`config.mk`:
```
export PLATFORM = sky130hd
export DESIGN_NAME = e2q_cell
export DESIGN_NICKNAME = d
export VERILOG_FILES = /design/src/rtl/core/e2q_pkg.sv /design/src/rtl/core/e2q_cell.sv
export SDC_FILE = /design/constraint.sdc
export NUM_CORES = 1
export LEC_CHECK = 0
export BUFFER_PORTS_ARGS = -buffer_cell sky130_fd_sc_hd__buf_2
export CAP_MARGIN = 40
export CELL_PAD_IN_SITES_DETAIL_PLACEMENT = 1
export CELL_PAD_IN_SITES_GLOBAL_PLACEMENT = 2
export CORE_ASPECT_RATIO = 0.5
export CORE_MARGIN = 10
export CORE_UTILIZATION = 28
export DETAILED_ROUTE_END_ITERATION = 10
export GPL_ROUTABILITY_DRIVEN = 1
export PLACE_DENSITY_LB_ADDON = 0.1
export RECOVER_POWER = 50
export SYNTH_ARGS = -nofsm -noshare
export SYNTH_HDL_FRONTEND = slang
export SYNTH_SLANG_ARGS = --single-unit
```
`constraint.sdc`:
```
create_clock -name i_clk -period 10.1 [get_ports i_clk]
set_input_delay 1.01 -clock i_clk [delete_from_list [all_inputs] [get_ports i_clk]]
set_output_delay 1.01 -clock i_clk [all_outputs]
set_load 0.02 [all_outputs]
```
`src/rtl/core/e2q_pkg.sv`:
```
// Package for the Euler angle to quaternion converter.
// Holds the CORDIC lane types, fixed-point widths and the arctangent table.
// No dependencies.
`default_nettype none
package e2q_pkg;

    localparam int CORDIC_STEPS = 28;
    localparam int XW = 34;
    localparam int ZW = 34;
    localparam int QW = 32;
    localparam logic signed [XW-1:0] X_INIT = 34'sd652032874;
    localparam logic signed [XW-1:0] Q30_ONE = 34'sd1073741824;

    typedef struct packed {
        logic signed [XW-1:0] x;
        logic signed [XW-1:0] y;
        logic signed [ZW-1:0] z;
    } t_lane;

    typedef t_lane [2:0] t_trio;

    function automatic logic signed [ZW-1:0] atan_unit(input int step);
        logic signed [ZW-1:0] v;
        case (step)
            0:  v = 34'sd1073741824;
            1:  v = 34'sd633866812;
            2:  v = 34'sd334917814;
            3:  v = 34'sd170009512;
            4:  v = 34'sd85334662;
            5:  v = 34'sd42708930;
            6:  v = 34'sd21359676;
            7:  v = 34'sd10680490;
            8:  v = 34'sd5340326;
            9:  v = 34'sd2670174;
            10: v = 34'sd1335088;
            11: v = 34'sd667544;
            12: v = 34'sd333772;
            13: v = 34'sd166886;
            14: v = 34'sd83444;
            15: v = 34'sd41722;
            16: v = 34'sd20860;
            17: v = 34'sd10430;
            18: v = 34'sd5216;
            19: v = 34'sd2608;
            20: v = 34'sd1304;
            21: v = 34'sd652;
            22: v = 34'sd326;
            23: v = 34'sd162;
            24: v = 34'sd82;
            25: v = 34'sd40;
            26: v = 34'sd20;
            27: v = 34'sd10;
            default: v = '0;
        endcase
        return v;
    endfunction

endpackage
`default_nettype wire

```
`src/rtl/core/e2q_cell.sv`:
```
// One CORDIC rotation cell working on the three angle lanes at once.
// Depends on e2q_pkg for the lane types and the arctangent table.
`default_nettype none
module e2q_cell #(
    parameter int STEP = 0
) (
    input  wire                  i_clk,
    input  wire                  i_rst_n,
    input  wire                  i_valid,
    output logic                 o_ready,
    input  e2q_pkg::t_trio       i_data,
    output logic                 o_valid,
    input  wire                  i_ready,
    output e2q_pkg::t_trio       o_data
);

    localparam logic signed [e2q_pkg::ZW-1:0] ATAN = e2q_pkg::atan_unit(STEP);

    logic           r_valid;
    e2q_pkg::t_trio r_data;
    e2q_pkg::t_trio n_data;

    assign o_ready = !r_valid || i_ready;

    always_comb begin
        for (int l = 0; l < 3; l++) begin
            if (!i_data[l].z[e2q_pkg::ZW-1]) begin
                n_data[l].x = i_data[l].x - (i_data[l].y >>> STEP);
                n_data[l].y = i_data[l].y + (i_data[l].x >>> STEP);
                n_data[l].z = i_data[l].z - ATAN;
            end else begin
                n_data[l].x = i_data[l].x + (i_data[l].y >>> STEP);
                n_data[l].y = i_data[l].y - (i_data[l].x >>> STEP);
                n_data[l].z = i_data[l].z + ATAN;
            end
        end
    end

    always_ff @(posedge i_clk) begin
        if (!i_rst_n) begin
            r_valid <= 1'b0;
        end else if (o_ready) begin
            r_valid <= i_valid;
        end
    end

    always_ff @(posedge i_clk) begin
        if (o_ready && i_valid) begin
            r_data <= n_data;
        end
    end

    assign o_valid = r_valid;
    assign o_data  = r_data;

endmodule
`default_nettype wire

```
* After elaboration in Yosys (flattened, before gate mapping) *
Index checks and enable logic that the tools add are counted.

word-level totals
  register bits after elaboration = 307
  output and inout bits = 308
  word-level logic and storage cells = 31

cells by class
  add/subtract/negate cells = 15
  multiplexer cells = 3
  reduce and logical (&&, ||, !) cells = 3

operator list
  operator                  number
  $mux W102                 3
  $sub A34 B34 Y34          6
  $add A34 B32 Y34 const B  3
  $add A34 B34 Y34          3
  $sub A34 B32 Y34 const B  3
  $logic_and A1 B1 Y1       1
  $logic_not A1 Y1          1
  $logic_or A1 B1 Y1        1

* Longest topological paths before layout *
  depth in word-level cells = 3
  depth in mapped cells = 13
  mapped depth without buffers = 12

* Least setup slack after synthesis *
OpenSTA, ideal clock, no wires.

  path type = input-to-reg
  start point = in i_ready
  end point = reg r_data, in the netlist o_data[0] (enable)
  arrival = 8.170 ns
  required time = 9.398 ns
  path slack = 1.227 ns
  stages = 2
  path buffers = 0
  path through = nand2b_1 > and2_1

between the ends
  longest elaborated chain between the ends = 2

RTL lines
  what                  line            source
  start, declared       e2q_cell.sv:13  input wire i_ready,
  $logic_or A1 B1 Y1    e2q_cell.sv:23  assign o_ready = !r_valid || i_ready;
  $logic_and A1 B1 Y1   e2q_cell.sv:48  if (o_ready && i_valid) begin
  end signal, assigned  e2q_cell.sv:49  r_data <= n_data;
  end, declared         e2q_cell.sv:20  e2q_pkg::t_trio r_data;

Every way passes these cells.
A chain may end at the register's enable or synchronous reset.

==> flow_summary.json <==
{
  "outcome": "complete, but fails checks",
  "violations": "max-capacitance violations, max-slew violations",
  "synth_flop_cell": "edfxtp_1",
  "cpMaxStageDelayCell": "clkbuf_1",
  "crit_path_end_kind": "flop",
  "crit_required_ns": 10.46,
  "yosysSeqAreaShare_pct": 34.5,
  "fin_crit_sh_pct": 63.8,
  "drive_above_1_share_pct": 11.8,
  "cap_viol_max_count": 5,
  "cts_htree_levels": 2,
  "dp_hpwl_um": 93100,
  "ys.warnings.count": 0,
  "wl_per_cell_um": 23.8,
  "start_util_pct": 28.3,
  "mappedNetlistArea_mm2": 0.0264,
  "clock-sinks": 304,
  "cts_made_buffers": 38,
  "synth_edf_count": 303,
  "coreArea_mm2": 0.0933,
  "hp-class": "reg -> reg",
  "power_density_mw_per_mm2": 150,
  "die_area_mm2": 0.108,
  "path_cells": "buf_2, clkbuf_1, clkbuf_1, inv_1, clkbuf_1, or3_1, a211oi_1, a211oi_1, xnor2_1",
  "syn2layout_area_growth_pct": 19.6,
  "detailedRoute.firstPassIterationCount": 5,
  "fmax_ghz": 0.155,
  "ctsLongestPathBuffers": 3,
  "die_w_um": 455,
  "multi_input_area_mm2": 0.0156,
  "drv_slew": 248,
  "min_from": "o_valid",
  "final_core_util_pct": 33.9,
  "avgSynthCellArea_um2": 8.84,
  "worstSetupPathType": "in -> reg",
  "hold_viol": 0,
  "power_leakage_nw": 13.2,
  "finalSetupViolations": 0,
  "path_clk_slew_ns": 0.07,
  "fill_cells": 11210,
  "final_cell_mix": "a21oi_1 (365), buf_2 (317), clkbuf_1 (309)",
  "syn-instance-count": 2990,
  "wl_um": 115000,
  "r2r-start": "o_valid",
  "regToRegEndpoint": "o_data[110]",
  "antenna_found_initial": 17,
  "fin_crit_ns": 6.45,
  "grt_setup_unrepaired": "no",
  "ctsResizeCount": 0,
  "die_h_um": 237,
  "postCtsSetupRepairBufs": 0,
  "hold_buffers": 0,
  "io_pins": 618,
  "portBuffers": 617,
  "fin_setup_tns_ns": 0,
  "num_vias": 24579,
  "grt_max_degree": 155,
  "r2r.worst_path.cells": 4,
  "synth_cell_type_count": 79,
  "cp_data_arrival_time_ns": 6.80,
  "gp_congestion": 0.875,
  "worst_pin_slew_ns": 4.01,
  "first_global_vias": 26065,
  "min_path_cells": 2,
  "grt_pass1_wl_um": 169000,
  "finalNetCount": 4154,
  "path_common_cell": "clkbuf_1",
  "viasPerCell": 5.10,
  "ys_async_sr_fraction_pct": 0,
  "reg2reg_slack_ns": 4.59,
  "layout.cells.non_filler": 4823,
  "grt_overflow": 0,
  "syn-num-nets": 3615,
  "clock-root-buffer": "clkbuf_16",
  "ys_ff_latch": 304,
  "critPathLaunchType": "input pin",
  "drc_errors": 0,
  "vdd_drop_max_mv": 0.173,
  "relSlewSlack_pct": -167,
  "skew_ns": 0.0277,
  "critPathMaxStageDelay_ns": 2.06,
  "cp_max_fo": 58,
  "holdPathEnd": "o_valid",
  "tritoncts": "yes",
  "dp_cells": 4744,
  "first_iter_violations": 1336,
  "final_common_cell": "a21oi_1",
  "seq_area_mm2": 0.00912,
  "detail-route-antenna-nets": 0,
  "rows": 79,
  "grtUsageTotal_pct": 20.3,
  "clk_latency_ns": 0.60
}
## cell type report
type,instances,share of cell area [%]
Tap cell,1255,4.97
Timing Repair Buffer,633,8.97
Inverter,312,3.71
Multi-Input combinational cell,2240,49.4
Sequential cell,304,28.9
Clock buffer,43,3.17
Antenna cell,10,0.0792
Clock inverter,26,0.843
## cells by family (layout without fill, tap and decap cells)
group	Yosys count	after routing	synth area share (%)
compound gates	989	989	23.4
flops	304	304	34.5
buf+inv	446	1014	6.42
simple gates	701	701	12.5
fa+ha+maj	315	315	15.3
xor+xnor	199	199	6.59
mux	36	36	1.36
other cells	0	10	0
## per-stage QoR
step / power [mW] / setup slack [ns] / hold slack, ns / cell area (µm²)
2_1_floorplan: 2.73 / 1.23 / 0.750 / 26400
3_3_place_gp: 3.36 / 5.45 / 0.521 / 30700
3_5_place_dp: 3.36 / 5.40 / 0.544 / 30700
4_1_cts: 4.87 / 6.09 / 0.502 / 32000
5_1_grt: 5.04 / 3.24 / 0.523 / 31600
6_report: 4.76 / 3.65 / 0.553 / 31600
## cells in the mapped netlist, types with 9 or more instances
library cell | n | area (µm²)
a21oi_1 | 365 | 1830
edfxtp_1 | 303 | 9100
ha_1 | 303 | 3790
inv_1 | 303 | 1140
nor2_1 | 253 | 950
o21ai_0 | 212 | 1060
xnor2_1 | 173 | 1520
nand2_1 | 159 | 597
clkbuf_1 | 94 | 353
nor3_1 | 63 | 315
a21o_1 | 57 | 428
o21bai_1 | 51 | 383
a31oi_1 | 36 | 225
mux2i_1 | 36 | 360
nand2b_1 | 36 | 225
nor2b_1 | 33 | 206
nand3_1 | 32 | 160
buf_1 | 30 | 113
a211oi_1 | 29 | 218
o31ai_1 | 27 | 203
o211ai_1 | 26 | 195
xor2_1 | 26 | 228
o21a_1 | 22 | 165
nand4_1 | 20 | 125
nor4_1 | 17 | 106
or3_1 | 16 | 100
and3_1 | 15 | 93.8
o221ai_1 | 14 | 123
a211o_1 | 13 | 114
or2_2 | 13 | 81.3
a221oi_1 | 12 | 105
fa_1 | 12 | 240
and2_1 | 11 | 68.8
a21boi_0 | 9 | 67.6
a221o_1 | 9 | 90.1
clkinv_1 | 9 | 33.8
## power breakdown
part	switching [mW]	internal [mW]	leakage, nW
combinational	1.13	0.526	9.65
sequential	0.0480	1.60	2.94
clock	0.634	0.821	0.613
total	1.81	2.94	13.2
## metal layers
layer  track usage [%]  vias to the layer above  share of wire [%]
met5                 0                        -              0.020
met4              5.97                        4                2.7
met3              3.27                      138                4.3
met2              37.8                      493                 52
met1              23.7                    12150                 41
li1                  -                    11794                  -
## worst max-delay path, delay by kind of cell
kind,cells,cell delay (ns)
XOR/XNOR,1,0.15
buffers and inverters,5,4.42
AND/OR/NAND/NOR,1,0.71
AO/OA/AOI/OAI,2,0.48
## state kept, by name, indices dropped and copies added, names as in the netlist
signal	flops
o_data	303
o_valid	1
## how the worst max path moves through the flow
stage                startpoint     endpoint  slack, ns
detailed placement   i_data[48]  o_data[100]       5.40
floorplan               i_ready    o_data[0]       1.23
global route         i_data[33]   o_data[64]       3.24
finish               i_data[33]   o_data[64]       3.65
global placement    i_data[240]  o_data[271]       5.45
CTS                  i_data[48]  o_data[100]       6.09
No activity file was read; power rests on OpenSTA's default activity.
